## src/sv/fccw_pkg.sv

```systemverilog
// ----------------------------------------------------------------------------
// fccw_pkg
// Shared types, codes and constants of the FAT12 cluster chain walker.
// ----------------------------------------------------------------------------
`default_nettype none

package fccw_pkg;

  // Field widths
  localparam int OP_W        = 2;
  localparam int INDEX_W     = 13;
  localparam int BYTE_W      = 8;
  localparam int CLUSTER_W   = 12;
  localparam int SIZE_W      = 24;
  localparam int STATUS_W    = 3;
  localparam int CYL_W       = 8;
  localparam int SECTOR_W    = 5;
  localparam int CHUNK_OUT_W = 10;
  localparam int CFG_INDEX_W = 2;
  localparam int CFG_DATA_W  = 16;
  localparam int DAS_W       = 16;
  localparam int SPC_W       = 8;

  // Datapath widths
  localparam int PROD_W  = CLUSTER_W + SPC_W;   // (cluster - 2) * spc
  localparam int LBA_W   = PROD_W + 1;          // plus data area start
  localparam int RECIP_W = 21;
  localparam int DIVP_W  = LBA_W - 1 + RECIP_W; // (lba >> 1) * reciprocal of 9
  localparam int QUOT_W  = DIVP_W - 24;

  // lba / 18 == (lba >> 1) / 9, exact for 20-bit operands
  localparam logic [RECIP_W-1:0] DIV9_MULT  = 21'd1864136;
  localparam int                 DIV9_SHIFT = 24;

  localparam logic [CLUSTER_W-1:0] CLUSTER_MIN       = 12'h002;
  localparam logic [CLUSTER_W-1:0] CLUSTER_MAX       = 12'hFF6;
  localparam logic [SECTOR_W-1:0]  SECTORS_PER_TRACK = 5'd18;

  localparam logic [DAS_W-1:0] DATA_AREA_RESET = 16'd33;
  localparam logic [SPC_W-1:0] SPC_RESET       = 8'd1;

  // Configuration register indexes
  localparam logic [CFG_INDEX_W-1:0] REG_DATA_AREA_START     = 2'd0;
  localparam logic [CFG_INDEX_W-1:0] REG_SECTORS_PER_CLUSTER = 2'd1;

  typedef enum logic [OP_W-1:0] {
    OP_WRITE = 2'd0,
    OP_START = 2'd1,
    OP_NEXT  = 2'd2,
    OP_NONE  = 2'd3
  } op_t;

  typedef enum logic [STATUS_W-1:0] {
    STAT_STORED    = 3'd0,
    STAT_STARTED   = 3'd1,
    STAT_SECTOR    = 3'd2,
    STAT_COMPLETE  = 3'd3,
    STAT_NOT_FOUND = 3'd4,
    STAT_TOO_LARGE = 3'd5
  } status_t;

  // Controller to datapath commands
  typedef struct packed {
    logic load;       // capture accepted word
    logic stage_lo;   // low table byte + cluster product, address high byte
    logic stage_hi;   // high table byte + LBA sum
    logic stage_div;  // quotient by 18
    logic finish;     // update walk state and result register
  } ctrl_cmd_t;

  function automatic logic in_chain(input logic [CLUSTER_W-1:0] c);
    return (c >= CLUSTER_MIN) && (c <= CLUSTER_MAX);
  endfunction

endpackage

`default_nettype wire

```

## src/sv/fccw_ctrl.sv

```systemverilog
// ----------------------------------------------------------------------------
// fccw_ctrl
// Sequencer: accepts one word, steps the datapath, owns result valid.
// ----------------------------------------------------------------------------
`default_nettype none

module fccw_ctrl (
  input  logic                     clk,
  input  logic                     rst,
  input  logic                     item_valid,
  input  logic [fccw_pkg::OP_W-1:0] item_op,
  output logic                     item_ready,
  output logic                     result_valid,
  input  logic                     result_ready,
  output fccw_pkg::ctrl_cmd_t      cmd
);
  import fccw_pkg::*;

  typedef enum logic [2:0] {
    S_IDLE,
    S_LO,
    S_HI,
    S_DIV,
    S_FIN
  } state_t;

  state_t state;
  op_t    op_in;
  logic   accept;
  logic   slot_free;

  assign op_in      = op_t'(item_op);
  assign item_ready = (state == S_IDLE);
  assign accept     = item_valid && item_ready;
  assign slot_free  = !result_valid || result_ready;

  // datapath commands
  always_comb begin
    cmd           = '0;
    cmd.load      = accept;
    cmd.stage_lo  = (state == S_LO);
    cmd.stage_hi  = (state == S_HI);
    cmd.stage_div = (state == S_DIV);
    cmd.finish    = (state == S_FIN) && slot_free;
  end

  // state and result valid
  always_ff @(posedge clk) begin
    if (rst) begin
      state        <= S_IDLE;
      result_valid <= 1'b0;
    end else begin
      if (cmd.finish) begin
        result_valid <= 1'b1;
      end else if (result_ready) begin
        result_valid <= 1'b0;
      end

      case (state)
        S_IDLE: begin
          if (accept) begin
            if (op_in == OP_NEXT) begin
              state <= S_LO;
            end else if (op_in inside {OP_WRITE, OP_START}) begin
              state <= S_FIN;
            end else begin
              state <= S_IDLE;  // unused code: dropped
            end
          end
        end
        S_LO:  state <= S_HI;
        S_HI:  state <= S_DIV;
        S_DIV: state <= S_FIN;
        S_FIN: begin
          if (slot_free) begin
            state <= S_IDLE;
          end
        end
        default: state <= S_IDLE;
      endcase
    end
  end

endmodule

`default_nettype wire

```

## config.mk

```make
export PLATFORM = sky130hd
export DESIGN_NAME = fccw_ctrl
export DESIGN_NICKNAME = d
export VERILOG_FILES = /design/src/sv/fccw_pkg.sv /design/src/sv/fccw_ctrl.sv
export SDC_FILE = /design/constraint.sdc
export NUM_CORES = 1
export LEC_CHECK = 0
export BUFFER_PORTS_ARGS = -buffer_cell sky130_fd_sc_hd__buf_2
export CAP_MARGIN = 10
export CORE_AREA = 10 10 47 49
export CTS_CLUSTER_DIAMETER = 50
export CTS_CLUSTER_SIZE = 10
export DETAILED_ROUTE_END_ITERATION = 10
export DIE_AREA = 0 0 57 59
export GPL_ROUTABILITY_DRIVEN = 0
export PLACE_DENSITY = 0.39
export RECOVER_POWER = 50
export SLEW_MARGIN = 20
export SYNTH_ARGS = -nofsm -noshare
export SYNTH_HDL_FRONTEND = slang
export SYNTH_SLANG_ARGS = --single-unit
```

## constraint.sdc

```tcl
create_clock -name clk -period 2.4 [get_ports clk]
set_clock_uncertainty 0.2 [all_clocks]
set_input_delay 0.6 -clock clk [delete_from_list [all_inputs] [get_ports clk]]
set_output_delay 0.6 -clock clk [all_outputs]
set_load 0.05 [all_outputs]
```

Yosys cells after proc, flatten, opt, wreduce, memory -nomap -nowiden
Index checks and enable logic that the tools add are counted.

word-level totals
  word-level logic and storage cells = 26
  output and inout port bits = 7
  flip-flop bits (word level) = 4
  input port bits = 6

cells by class
  multiplexer cells = 7
  equal/unequal tests = 8
  reductions and logical operators = 9

operators with widths
  kind                                                                     number
  3-bit case mux with 5 select lines                                       1
  3-bit 2-to-1 mux                                                         4
  3-bit by 2-bit equality test with 1-bit output, second input constant    2
  2-bit nonzero test                                                       2
  3-bit by 1-bit equality test with 1-bit output, second input constant    1
  3-bit equality test, second input constant                               1
  3-bit zero test                                                          1
  2-bit by 1-bit equality test with 1-bit output, second input constant    1
  2-bit equality test, second input constant                               1
  1-bit logical AND                                                        2
  2-bit zero test                                                          1
  1-bit 2-to-1 mux                                                         2
  2-bit by 1-bit inequality test with 1-bit output, second input constant  1
  2-bit inequality test, second input constant                             1
  2-bit AND reduction                                                      1
  1-bit zero test                                                          1
  1-bit logical OR                                                         1

Longest topological paths before layout
  word-level depth = 6
  gate-level depth with buffers = 4
  gate-level depth less buffers = 2

Worst setup path before layout
OpenSTA, ideal clock, no wires.

  path kind = flip-flop to output port
  start = register state[2]
  end = output port cmd[4] (netlist name)
  arrival = 1.999 ns
  cell stages (with the launch flop) = 5
  path slack = -0.399 ns
  data required time = 1.600 ns
  buffers on the path = 2
  cells stage by stage = dfxtp_1 buf_2 nor3_1 and2_1 buf_4

on the way
  word-level cells in the longest chain between the ends = 2

ends and longest elaborated chain
  item                    RTL line         text
  start, declared         fccw_ctrl.sv:27  state_t state;
  start signal, assigned  fccw_ctrl.sv:50  state <= S_IDLE;
  start signal, assigned  fccw_ctrl.sv:63  state <= S_LO;
  start signal, assigned  fccw_ctrl.sv:65  state <= S_FIN;
  3-bit zero test         fccw_ctrl.sv:33  assign item_ready = (state == S_IDLE);
  named net item_ready    fccw_ctrl.sv:12  output logic item_ready,
  1-bit logical AND       fccw_ctrl.sv:34  assign accept = item_valid && item_ready;
  end, declared           fccw_ctrl.sv:15  output fccw_pkg::ctrl_cmd_t cmd

The timed path passes the listed nets, and every way through them passes these cells.

==> key figures <==
Detailed routing
  • Vias after detailed routing: 229
  • Routed WL: around 650 um
  • Avg Vias per Cell: 4.16
  • DRT Pass-1 Iters: 1
  • Residual DRC: 0
  • Routed WL per cell: 11.7 um
  • Post-route ant nets: 0
  • 1st-iter DRT viols: 0

CTS
  • Post-CTS Resized: 0
  • Clock Tree Root: clkbuf_4
  • Post-CTS setup buffers: 0
  • H-tree depth: 1
  • Cts hold-fix bufs: 0
  • CTS Buf Count: 3
  • Worst skew pair latency: 0.23 ns
  • CTS tree: yes
  • Clk pin slew, worst setup/hold paths: 0.04 ns
  • Maximum clock path buffer count: 2
  • Sink Count: 4

Place
  • Post-DP Area: ~330 sq um
  • # port buffers: 12
  • Detailed Place HPWL: just over 500 um

Finish
  • N_diodes: 0
  • Post-route cell area: 343 sq um
  • Area growth syn-to-layout: 39.1%
  • Share of cells above drive strength 1: 56.4%
  • Net count, final: 47
  • Filler cell count: approximately 180

Floorplanning
  • Initial core utilization: 17.6%
  • Core ar.: 0.00140 sq mm
  • Rows: 14
  • Die height: 59 um
  • Die ar.: 0.00336 sq mm
  • Ports: 13
  • Die width: 57 um

Yosys
  • Mapped Avg Cell Area: 9.48 sq um
  • Syn nets: 32
  • Seq/Total Area, Yosys: roughly a third
  • Mapped Area: approximately 250 sq um
  • YS warnings: 0
  • Synth cell types: 18
  • Cells after synthesis: 26
  • Post-synthesis register bit count: 4

Timing
  • RSZ-0062 raised after global routing: no
  • Max-slew violation count: 0
  • Slew margin rel.: 59.4%
  • Worst Hold Slack: 0.293 ns
  • Post-route minimum period: around 2.3 ns
  • Worst slew pin tran: 0.612 ns
  • Setup violators final: 0
  • Final Hold Fails: 0
  • Period utilization: 95.6%
  • Max frequency: 436 MHz
  • Setup total negative slack: 0 ns

Global route
  • First-pass GRT wire length: 1060 um
  • GRT Overall Usage: around 4.2%
  • Initial antenna violation count: 0
  • Vias in the first global route: 250
  • Gr ovfl total: 0
  • Pin count of the biggest net entering global routing: 10

Setup path
  • Setup CP Type: reg -> out
  • Max Fanout on Critical Path: 8
  • CP Launch Type: flip-flop
  • WP data required: 1.60 ns
  • Arrival @ worst endpoint: approximately 1.5 ns
  • Crit end category: output pin

Job
  • Maxcap violations: 0

Power and ir drop
  • PwrDens: 677 mW/mm^2
  • Peak VDD IR: about 190 uV
  • Leak Pwr: approximately 0.00014 uW

Min path
  • Worst min path class: reg -> reg

Status
  • Status: completed
==> cells by family (layout without fill, tap and decap cells) <==
group,count (synthesis),after routing,share of synthesized area [%]
buffers and inverters,5,18,14.2
xor gates and xnor gates,1,1,3.55
and+or+nand+nor,12,12,36.0
DFF,4,4,32.5
AOI/OAI and AO/OA,4,4,13.7
==> path summary, 6_finish.rpt <==
kind	start	end	slack, ns	cells past startpoint
setup / recovery	state[1]	cmd[0]	0.11	3
hold / removal	result_valid	result_valid	0.29	2
setup reg to reg	state[0]	state[2]	0.81	3
hold reg to reg	result_valid	result_valid	0.29	2
==> state kept, by name (all words and copies together), names as in the netlist <==
signal,count
state,3
result_valid,1
==> cells in the final DEF, fill, tap and decap left out <==
cell,netlist,routed
buf_2,1,11
dfxtp_1,4,4
clkbuf_4,0,3
nor3b_2,0,2
nor3_1,3,2
a21oi_1,2,2
buf_4,2,2
or3b_2,1,1
nand2b_1,1,1
nor2b_2,0,1
nor3_2,0,1
inv_1,1,1
and2_1,1,1
nand3b_1,1,1
a2111oi_0,1,1
xnor2_1,1,1
or4b_4,1,1
or4b_1,1,1
a221oi_1,0,1
clkbuf_1,0,1
==> synthesized netlist by cell type, drive strengths merged <==
cell | n | area share [%]
a221oi | 1 | 6.1
nand2b | 1 | 2.5
nand3b | 1 | 3.0
xnor2 | 1 | 3.6
buf | 4 | 13
a21oi | 2 | 4.1
nor3b | 2 | 6.1
or4b | 2 | 9.6
or3b | 1 | 3.6
inv | 1 | 1.5
and2 | 1 | 2.5
nor2b | 1 | 2.5
dfxtp | 4 | 32
nor3 | 3 | 6.1
a2111oi | 1 | 3.6
==> stage by stage <==
stage | util [%] | std cells | setup WS (ns) | power [uW]
final | 24.5 | 55 | 0.107 | 232
after detailed placement | 23.4 | 52 | 0.341 | 155
after floorplan | - | 26 | 0.0328 | 140
after CTS | 25.0 | 55 | 0.0844 | 241
after global routing | 24.5 | 55 | 0.0343 | 252
after global placement | 23.4 | 52 | 0.351 | 154
==> critical path, cell delays in order, from the launching register on <==
cell and delay, ns:
dfxtp_1 0.38, or3b_2 0.51, nor2b_2 0.11, buf_2 0.26
==> per-layer routing <==
| layer | wire length (um) | GRT usage, % |
|---|---|---|
| met1 | 241 | 3.45 |
| met2 | 319 | 6.05 |
| met3 | 84 | 3.22 |
| met4 | 0 | 5.03 |
| met5 | 0 | 0 |
==> cell type report <==
| type | count | area, sq um | area share [%] |
|---|---|---|---|
| multi-input combinational | 17 | 143 | 41.6 |
| inverter | 1 | 3.75 | 1.09 |
| clock buffer | 3 | 22.5 | 6.57 |
| tap | 16 | 20.0 | 5.84 |
| timing repair buffer | 14 | 73.8 | 21.5 |
| sequential | 4 | 80.1 | 23.4 |
==> power breakdown <==
group          leakage, uW  switching, uW  internal (uW)
clock network    0.0000138           25.5           55.8
logic            0.0000959           51.5           24.0
registers        0.0000327           3.87           71.4
total             0.000142           80.8            151
No activity file was read; power rests on OpenSTA's default activity.
